## src/rtl/sma_ram.sv

```systemverilog
module sma_ram #(
    parameter int WIDTH = 32,
    parameter int DEPTH = 64
) (
    input  logic                     clk,
    input  logic                     we,
    input  logic [$clog2(DEPTH)-1:0] waddr,
    input  logic [WIDTH-1:0]         wdata,
    input  logic [$clog2(DEPTH)-1:0] raddr,
    output logic [WIDTH-1:0]         rdata
);

    logic [WIDTH-1:0] mem [DEPTH];

    always_ff @(posedge clk)
    begin
        if (we)
        begin
            mem[waddr] <= wdata;
        end
        rdata <= mem[raddr];
    end

endmodule

```

## config.mk

```make
export PLATFORM = sky130hd
export DESIGN_NAME = sma_ram
export DESIGN_NICKNAME = d
export VERILOG_FILES = /design/src/rtl/sma_ram.sv
export SDC_FILE = /design/constraint.sdc
export NUM_CORES = 2
export LEC_CHECK = 0
export BUFFER_PORTS_ARGS = -buffer_cell sky130_fd_sc_hd__buf_4
export CAP_MARGIN = 0
export CORE_ASPECT_RATIO = 1.25
export CORE_MARGIN = 2
export CORE_UTILIZATION = 30
export DETAILED_ROUTE_END_ITERATION = 16
export PLACE_DENSITY_LB_ADDON = 0.3
export SLEW_MARGIN = 25
export SYNTH_ARGS = -nofsm -noshare
export SYNTH_HDL_FRONTEND = slang
export SYNTH_SLANG_ARGS = --single-unit
```

## constraint.sdc

```tcl
create_clock -name clk -period 7.1 [get_ports clk]
set_input_delay 0.71 -clock clk [delete_from_list [all_inputs] [get_ports clk]]
set_output_delay 0.71 -clock clk [all_outputs]
set_load 0.02 [all_outputs]
```

==> impl_metrics.csv <==
group,metric,value,unit
clock_network,clk_latency,840,ps
synth,synth_top_cells_by_area,"edfxtp_1 (78%), mux4_2 (16%), mux2i_1 (1.2%)",
worst_setup_path,path_class,"input port to flip-flop",
worst_setup_path,cp_num_buf_inv,3,
worst_setup_path,crit_family,"compound AO/OA/AOI/OAI gates",
clock_network,cts_resized,0,
synth,avgSynthCellArea,23.6,sq um
die,fp.coreArea,261000,sq um
synth,netlist.area_leader.share,0.783,
hold_path,hold_class,"input port to flip-flop",
timing,maxSlewViolCount,0,
power_and_ir_drop,p_leak,27.4,nW
clock_network,path_clk_slew,60,ps
clock_network,clock_sinks,2080,
drt,drcViolationCount,0,
worst_setup_path,reg2reg_slack,4590,ps
timing,setup_tns,0,ps
synth,ys_seq_elements,2080,
synth,synth.most_common_cell,"edfxtp_1",
timing,period_share,0.484,
synth,netlist_area,78500,sq um
synth,yosysTopAreaCell,"edfxtp_1",
clock_network,root_buffer,"clkbuf_16",
timing,slew_headroom,0.256,
timing,worstMarginPinSlew,1120,ps
global_routing,track_usage,0.165,
timing,whs,424,ps
synth,ys_types,34,
synth,syn-instance-count,3324,
global_routing,grt_pass1_vias,37600,
die,die_w,462,microns
timing,finalHoldViolations,0,
worst_setup_path,cp_max_fo,37,
timing,skew,40.8,ps
worst_setup_path,cp.arrival,4200,ps
final_layout,drive_above_1_share,0.289,
die,dieArea,266000,sq um
status,status,"complete, no violations",
worst_setup_path,r2r_start,"mem[3][24]",
worst_setup_path,crit_chain,"buf_6, buf_4, buf_4, or3b_1, o221ai_1, a21oi_1, a21oi_1, nor2_1",
worst_setup_path,startpoint_type,"input port",
clock_network,cts_hold_buf,0,
drt,num_vias,36400,
die,rows,210,
drt,wirelength,222000,microns
clock_network,clk_path_buf_depth,3,
drt,wl_per_cell,30.8,microns
drt,drtPass1Iterations,5,
hold_path,whs_endpoint,"mem[40][10]",
worst_setup_path,required,7860,ps
clock_network,numCtsBuffers,199,
timing,setup_viol,0,
timing,period_needed,3440,ps
worst_setup_path,slowest_stage,"a21oi_1",
clock_network,cts_tree,"yes",
drt,viasPerCell,5.05,
power_and_ir_drop,irDropWorstVdd,0.000209,V
place,dp.cells,6820,
power_and_ir_drop,p_per_area,281,nW/um^2
place,portBuffers,77,
synth,synthTopCellsByCount,"edfxtp_1 (2048), mux4_2 (544), nor2_1 (137)",
drt,postRouteAntennaNets,0,
place,place_congestion,0.806,
synth,yosys_warnings,0,
timing,rsz0062_at_grt,"no",
clock_network,post_cts_buffers,0,
global_routing,grt.overflow.total,0,
final_layout,stdcell_count,7197,
worst_setup_path,end_kind,"flip-flop",
synth,synth_edf_count,2048,
worst_setup_path,r2r_cells,4,
die,die_h,576,microns
global_routing,grt_pass1_wl,306000,microns
die,initial_utilization,0.301,
worst_setup_path,r2r-end,"rdata[24]",
clock_network,cts_max_level,4,
final_layout,post-route-util,0.346,
flow_run,drv_cap,0,
final_layout,syn_to_final_growth,15.0,%
synth,seq_area_frac_synth,0.791,
timing,fmax,291,MHz
final_layout,fin_nets,3569,
drt,drtIter0Drc,4104,
hold_path,hold_path.startpoint,"wdata[10]",
synth,async_reset_ff_frac,0,
hold_path,holdPathStages,1,
global_routing,antenna_found_initial,13,
worst_setup_path,max_stage_delay,890,ps
synth,synth_fp_nets,3370,
global_routing,grt_max_degree,102,
synth,ys.flop_type,"edfxtp_1",
die,ioPinCount,78,
place,dp_hpwl,122000,microns
-- worst max path at each step --
stage,startpoint,slack (ps),cells after the start,to
final,raddr[3],3660,8,rdata[29]
after global routing,raddr[0],3530,7,rdata[6]
after CTS,raddr[3],3730,8,rdata[16]
after detailed placement,raddr[0],2820,7,rdata[6]
after global placement,raddr[0],2600,6,rdata[2]
after floorplan,waddr[3],3230,4,mem[48][0]
-- stage by stage --
stage | worst slack (ps) | instance area (sq um) | power, mW
after global placement | 2600 | 84000 | 15.3
final | 3660 | 90300 | 25.4
after global routing | 3530 | 90300 | 26.1
after CTS | 3730 | 90300 | 25.6
after detailed placement | 2820 | 84000 | 15.4
after floorplan | 3230 | 78500 | 14.6
-- layout make-up --
type | instances | area, sq um
diodes | 11 | 27.5
clock buffers | 274 | 5470
clock inverters | 92 | 800
fillers | 24200 | 171000
multi-input cells | 1062 | 16000
flip-flops and latches | 2080 | 62100
well taps | 3498 | 4380
repair buffers | 180 | 1530
-- cells by family (layout without fill, tap and decap cells) --
kind of cell    after synthesis  in the layout  share of synthesized area
buf+inv                     182            546                     0.0113
mux                         637            637                      0.168
simple gates                223            223                     0.0127
other cells                   0             11                          0
flops                      2080           2080                      0.791
compound gates              202            202                     0.0167
-- per-layer routing --
metal / global-route usage / vias up / share of wire
met4: 0.0655 / 4 / 0.042
met1: 0.209 / 20300 / 0.39
met2: 0.287 / 1105 / 0.52
met3: 0.0220 / 282 / 0.049
met5: 0 / - / 0.000090
li1: - / 14700 / -
-- state kept, by name, indices dropped and copies added (netlist names) --
register  count
mem        2048
rdata        32
-- layout by cell type, fill, tap and decap left out, drive strengths merged, types with 5 or more instances in the layout --
| cell type | instances |
|---|---|
| a21oi | 62 |
| a22oi | 12 |
| a311oi | 8 |
| buf | 180 |
| bufinv | 12 |
| clkbuf | 274 |
| clkinv | 76 |
| dfxtp | 32 |
| diode | 11 |
| edfxtp | 2048 |
| mux2i | 93 |
| mux4 | 544 |
| nand2 | 26 |
| nand2b | 8 |
| nand3 | 5 |
| nand3b | 5 |
| nor2 | 137 |
| nor2b | 15 |
| nor3 | 7 |
| o221ai | 27 |
| o22ai | 84 |
| or3b | 5 |
-- power by group --
group          switching, mW  total [mW]  internal (mW)
Clock                   4.51        10.3           5.81
Combinational          0.894        1.36          0.465
Sequential            0.0950        13.7           13.6
Total                   5.50        25.4           19.9
No activity file was read; power rests on OpenSTA's default activity.
