`config.mk`:
```
export PLATFORM = sky130hd
export DESIGN_NAME = sma_div
export DESIGN_NICKNAME = d
export VERILOG_FILES = /design/src/rtl/sma_pkg.sv /design/src/rtl/sma_div.sv
export SDC_FILE = /design/constraint.sdc
export NUM_CORES = 1
export LEC_CHECK = 0
export BUFFER_PORTS_ARGS = -buffer_cell sky130_fd_sc_hd__buf_2
export CORE_ASPECT_RATIO = 1.4
export CORE_UTILIZATION = 50
export CTS_BUF_LIST = sky130_fd_sc_hd__clkbuf_8 sky130_fd_sc_hd__clkbuf_16
export DETAILED_ROUTE_END_ITERATION = 16
export PLACE_DENSITY = 0.69
export SLEW_MARGIN = 0
export SYNTH_ARGS = -nofsm -noshare
export SYNTH_HDL_FRONTEND = slang
export SYNTH_SLANG_ARGS = --single-unit
```
`constraint.sdc`:
```
create_clock -name clk -period 3.6 [get_ports clk]
set_clock_uncertainty 0.15 [all_clocks]
set_input_delay 0.36 -clock clk [delete_from_list [all_inputs] [get_ports clk]]
set_output_delay 0.36 -clock clk [all_outputs]
set_load 0.01 [all_outputs]
```
`src/rtl/sma_pkg.sv`:
```
package sma_pkg;

    typedef enum logic [4:0] {
        OP_PUSH   = 5'd0,
        OP_ADD    = 5'd1,
        OP_SUB    = 5'd2,
        OP_MUL    = 5'd3,
        OP_DIV    = 5'd4,
        OP_MOD    = 5'd5,
        OP_NEG    = 5'd6,
        OP_EMIT   = 5'd7,
        OP_DUP    = 5'd8,
        OP_DROP   = 5'd9,
        OP_SWAP   = 5'd10,
        OP_ROT    = 5'd11,
        OP_LT     = 5'd12,
        OP_LE     = 5'd13,
        OP_GT     = 5'd14,
        OP_GE     = 5'd15,
        OP_EQ     = 5'd16,
        OP_NE     = 5'd17,
        OP_AND    = 5'd18,
        OP_OR     = 5'd19,
        OP_NOT    = 5'd20,
        OP_DEFINE = 5'd21,
        OP_FETCH  = 5'd22,
        OP_STORE  = 5'd23
    } op_t;

    typedef enum logic [2:0] {
        ST_OK      = 3'd0,
        ST_UNDER   = 3'd1,
        ST_OVER    = 3'd2,
        ST_DIVZ    = 3'd3,
        ST_DEFINED = 3'd4,
        ST_UNDEF   = 3'd5
    } status_t;

    typedef enum logic [2:0] {
        S_IDLE,
        S_READ,
        S_READ3,
        S_EXEC,
        S_DIV,
        S_WRITE2,
        S_WRITE3
    } state_t;

    typedef struct packed {
        logic        start;
        logic        is_mod;
        logic [31:0] dividend;
        logic [31:0] divisor;
    } div_req_t;

    typedef struct packed {
        logic        done;
        logic [31:0] result;
    } div_rsp_t;

endpackage

```
`src/rtl/sma_div.sv`:
```
// Signed restoring divider, one quotient bit per cycle, then a registered result strobe.
module sma_div (
    input  logic                clk,
    input  logic                rst_n,
    input  sma_pkg::div_req_t   req,
    output sma_pkg::div_rsp_t   rsp
);

    logic        busy_reg, busy_next;
    logic [5:0]  cnt_reg, cnt_next;
    logic [31:0] quo_reg, quo_next;
    logic [31:0] rem_reg, rem_next;
    logic [31:0] dvs_reg, dvs_next;
    logic        qneg_reg, qneg_next;
    logic        rneg_reg, rneg_next;
    logic        mod_reg, mod_next;
    logic        done_reg, done_next;
    logic [31:0] res_reg, res_next;
    logic [32:0] trial;
    logic [31:0] rem_sh;

    always_comb
    begin
        busy_next = busy_reg;
        cnt_next  = cnt_reg;
        quo_next  = quo_reg;
        rem_next  = rem_reg;
        dvs_next  = dvs_reg;
        qneg_next = qneg_reg;
        rneg_next = rneg_reg;
        mod_next  = mod_reg;
        done_next = 1'b0;
        res_next  = res_reg;
        rem_sh    = {rem_reg[30:0], quo_reg[31]};
        trial     = {1'b0, rem_sh} - {1'b0, dvs_reg};
        if (req.start)
        begin
            busy_next = 1'b1;
            cnt_next  = 6'd0;
            quo_next  = req.dividend[31] ? 32'd0 - req.dividend : req.dividend;
            dvs_next  = req.divisor[31] ? 32'd0 - req.divisor : req.divisor;
            rem_next  = 32'd0;
            qneg_next = req.dividend[31] ^ req.divisor[31];
            rneg_next = req.dividend[31];
            mod_next  = req.is_mod;
        end
        else if (busy_reg)
        begin
            if (cnt_reg == 6'd32)
            begin
                busy_next = 1'b0;
                done_next = 1'b1;
                if (mod_reg)
                begin
                    res_next = rneg_reg ? 32'd0 - rem_reg : rem_reg;
                end
                else
                begin
                    res_next = qneg_reg ? 32'd0 - quo_reg : quo_reg;
                end
            end
            else
            begin
                cnt_next = cnt_reg + 6'd1;
                if (!trial[32])
                begin
                    rem_next = trial[31:0];
                    quo_next = {quo_reg[30:0], 1'b1};
                end
                else
                begin
                    rem_next = rem_sh;
                    quo_next = {quo_reg[30:0], 1'b0};
                end
            end
        end
    end

    always_ff @(posedge clk or negedge rst_n)
    begin
        if (!rst_n)
        begin
            busy_reg <= 1'b0;
            done_reg <= 1'b0;
            cnt_reg  <= 6'd0;
        end
        else
        begin
            busy_reg <= busy_next;
            done_reg <= done_next;
            cnt_reg  <= cnt_next;
        end
    end

    always_ff @(posedge clk)
    begin
        quo_reg  <= quo_next;
        rem_reg  <= rem_next;
        dvs_reg  <= dvs_next;
        qneg_reg <= qneg_next;
        rneg_reg <= rneg_next;
        mod_reg  <= mod_next;
        res_reg  <= res_next;
    end

    assign rsp.done   = done_reg;
    assign rsp.result = res_reg;

endmodule

```
==> results.toml <==
[die]
start_util_pct = 51.1
design.portCount = 101
die_area_um2 = 19700
die_w_um = 119
fp-row-count = 59
design.core.area_um2 = 18700
die_h_um = 166

[synth]
synthMostInstantiatedCell = "edfxtp_1"
post_synth_inst_count = 1036
synth.lib_cells_used.distinct = 65
synth-async-reset-ratio_pct = 5.76
synth_mux_area_share_pct = 2.94
post_synth_instance_area_um2 = 9550
synth_compound_gate_area_share_pct = 18.8
synth_area_leader_cell = "edfxtp_1"
xor_xnor_cell_area_share_of_the_yosys_netlist_pct = 13.8
yosys_warn_count = 0
synthTopCellsByArea = "edfxtp_1 (31%), xnor2_1 (7.6%), dfxtp_1 (6.7%), xor2_1 (6.1%), ha_1 (5.0%)"
synth_top_cell_area_share_pct = 31.1
yosys_most_used_dff = "edfxtp_1"
synth.net_count = 1143
yosys-top-cells-count = "edfxtp_1 (99), o21ai_0 (93), nand2_1 (89)"
number_of_enable_type_register_cells_in_the_synthesized_netlist = 99
ys_ff_latch = 139
syn_area_per_cell_um2 = 9.22
main_combinational_cell_family_by_area_after_synthesis = "compound AO/OA/AOI/OAI gates"
seq_area_frac_synth_pct = 39.9
synthSimpleGateAreaFrac_pct = 15.3
synth-adder-area-share_pct = 5.19

[detailed_routing]
drt_first_pass_iters = 5
detailroute.wirelength.met3_um = 759
routed_length_on_met1_um = 9830
post_drt_wl_per_cell_um = 15.3
remaining_drc_errors = 0
wl_met2_um = 10700
wl_um = 21700
ant_nets = 0
via_per_inst = 5.58
vias = 7893
top_layer = "met4"
first_iter_violations = 478

[power_and_ir_drop]
fin_total_pwr_uw = 4280
power.static_leakage_uw = 0.00449
power_density_cells_nw_per_um2 = 384
peakVddDrop_mv = 0.341

[setup_path]
critical_path.cell_chain = "inv_1 -> ha_1 -> fa_1 -> nor2b_1 -> o31ai_1 -> a21oi_1 -> a21oi_1 -> nor4_1 -> buf_4 -> o32a_2 -> clkbuf_16 -> mux2i_1 -> a22o_1"
worst_setup_path_start_kind = "flop"
timing.critical_path.to_type = "flop"
critical_path.most_common_cell = "a21oi_1"
timing.critical_path.depth = 13
cp_max_fo = 12
setup.worst_path.class = "reg2reg"
length_in_cells_of_the_worst_reg_to_reg_path = 13
category_of_cells_accounting_for_the_largest_share_of_critical_path_delay = "compound AO/OA/AOI/OAI gates"
worstPathArrival_ns = 3.63
path_buf_inv = 3
setup.reg_to_reg.worst_slack_ns = 0.13
crit_path_required_time_ns = 3.76
critical_path.slowest_cell = "o32a_2"
worst_path_largest_cell_delay_ns = 0.47

[sta]
layout_setup_ws_ns = 0.127
timing.final.crit_period_ns = 3.47
hold_violations = 0
final_min_period_over_clock_period_pct = 96.5
fin_tns_setup_ns = 0
final_max_slew_viol_count = 0
worst_pin_slew_ns = 0.904
setup_viol_count_final = 0
fmax_mhz = 288
timing.max_slew.rel_slack_pct = 39.7

[placed_design]
place_hpwl_um = 15900
placed_cells = 1377
finalWeightedCongestion = 0.864
io_buffers = 100
post_dp_cell_area_um2 = 10500
worst_slack_placed_ns = -0.107

[layout]
syn_to_final_growth_pct = 16.7
post_layout_nonfiller_instances = 1414
final_area_um2 = 11100
drive_above_1_share_pct = 16.3
nNetsFinal = 1264
diodes = 0

[min_path]
holdCritPathClass = "in2reg"
min_path_cells = 2

[global_route]
groute.usage.overall_pct = 22.2
grt_max_degree = 66
first_global_vias = 7341
grt_overflow_total = 0
grt_pass1_wl_um = 34900
antenna_found_initial = 0

[clock_network]
cts_made_buffers = 17
cts_tree = "built"
clkSlewWorstSetupHoldPaths_ns = 0.06
cts_root_buffer = "clkbuf_16"
htree_levels = 4
clock_insertion_delay_worst_skew_ns = 0.42
largest_buffer_count_on_any_clock_path = 2
cts_num_sinks = 139

[flow_run]
max_cap_viol_count = 0

[outcome]
outcome = "finished clean"
area by class of cell:
cell class	instances	area [µm²]
clock inverters	13	90.1
well taps	244	305
flip-flops and latches	139	3810
inverters	58	218
fillers	1636	7540
repair buffers	146	886
multi-input cells	795	5370
clock buffers	19	453
worst paths after layout:
| path | start | to |
|---|---|---|
| min in group asynchronous | rst_n | done_reg |
| setup / recovery | quo_reg[31] | rem_reg[1] |
| max in group asynchronous | rst_n | busy_reg |
| setup reg to reg | quo_reg[31] | rem_reg[1] |
| hold reg to reg | rem_reg[31] | rem_reg[31] |
| hold / removal | req[25] | dvs_reg[25] |
cell usage in the layout, fill, tap and decap left out, types with 6 or more instances in the layout:
cell type / n
o21ai_0: 92
or4_1: 21
o41ai_1: 20
ha_1: 38
nand2b_1: 7
a21o_1: 13
nor2b_1: 7
edfxtp_1: 99
nor4_1: 8
inv_1: 63
o21a_1: 6
nor3_1: 15
or3_1: 18
dfxtp_1: 32
or2_2: 6
clkbuf_16: 18
xor2_1: 67
buf_2: 99
a21oi_1: 75
o31ai_1: 31
nand2_1: 88
nor2_1: 83
mux2i_1: 28
buf_4: 42
nand3_1: 9
dfrtp_1: 8
xnor2_1: 83
power by group:
group	internal, µW	switching [µW]	total, µW
Combinational	323	413	736
Clock	966	649	1620
Sequential	1840	86.7	1930
worst register-to-register path, delay by kind of cell (launching register included):
kind / cells / cell delay (ns)
buffers and inverters: 3 / 0.52
flip-flops: 1 / 0.46
adder cells (fa/ha/maj): 2 / 0.41
AO/OA/AOI/OAI: 5 / 1.53
multiplexers: 1 / 0.13
AND/OR/NAND/NOR: 2 / 0.19
stage by stage:
step	hold WS [ns]	util [%]
floorplan	-0.0856	-
global placement	0.0584	56.3
detailed placement	0.0629	56.3
CTS	0.0877	59.4
global route	0.0930	59.6
finish	0.0883	59.6
routing by layer:
metal,GRT usage (%),vias up
met1,28.2,3645
met5,0,-
met4,7.31,0
met2,38.6,201
met3,3.16,30
li1,-,4017
timing repair:
| item | CTS | global route |
|---|---|---|
| resized for setup | 0 | 5 |
| setup buffers | 0 | 1 |
| setup endpoints to repair | 0 | 19 |
| hold buffers | 3 | 0 |
| endpoints found under the hold margin | 10 | 0 |
logic make-up (layout without fill, tap and decap cells):
logic type / count (synthesis) / count (layout)
buffers and inverters: 102 / 236
AND/OR/NAND/NOR: 292 / 292
AO/OA/AOI/OAI: 286 / 286
adder cells (fa/ha/maj): 39 / 39
XOR/XNOR: 150 / 150
multiplexers: 28 / 28
flip-flops: 139 / 139
(Power assumes the default switching activity.)
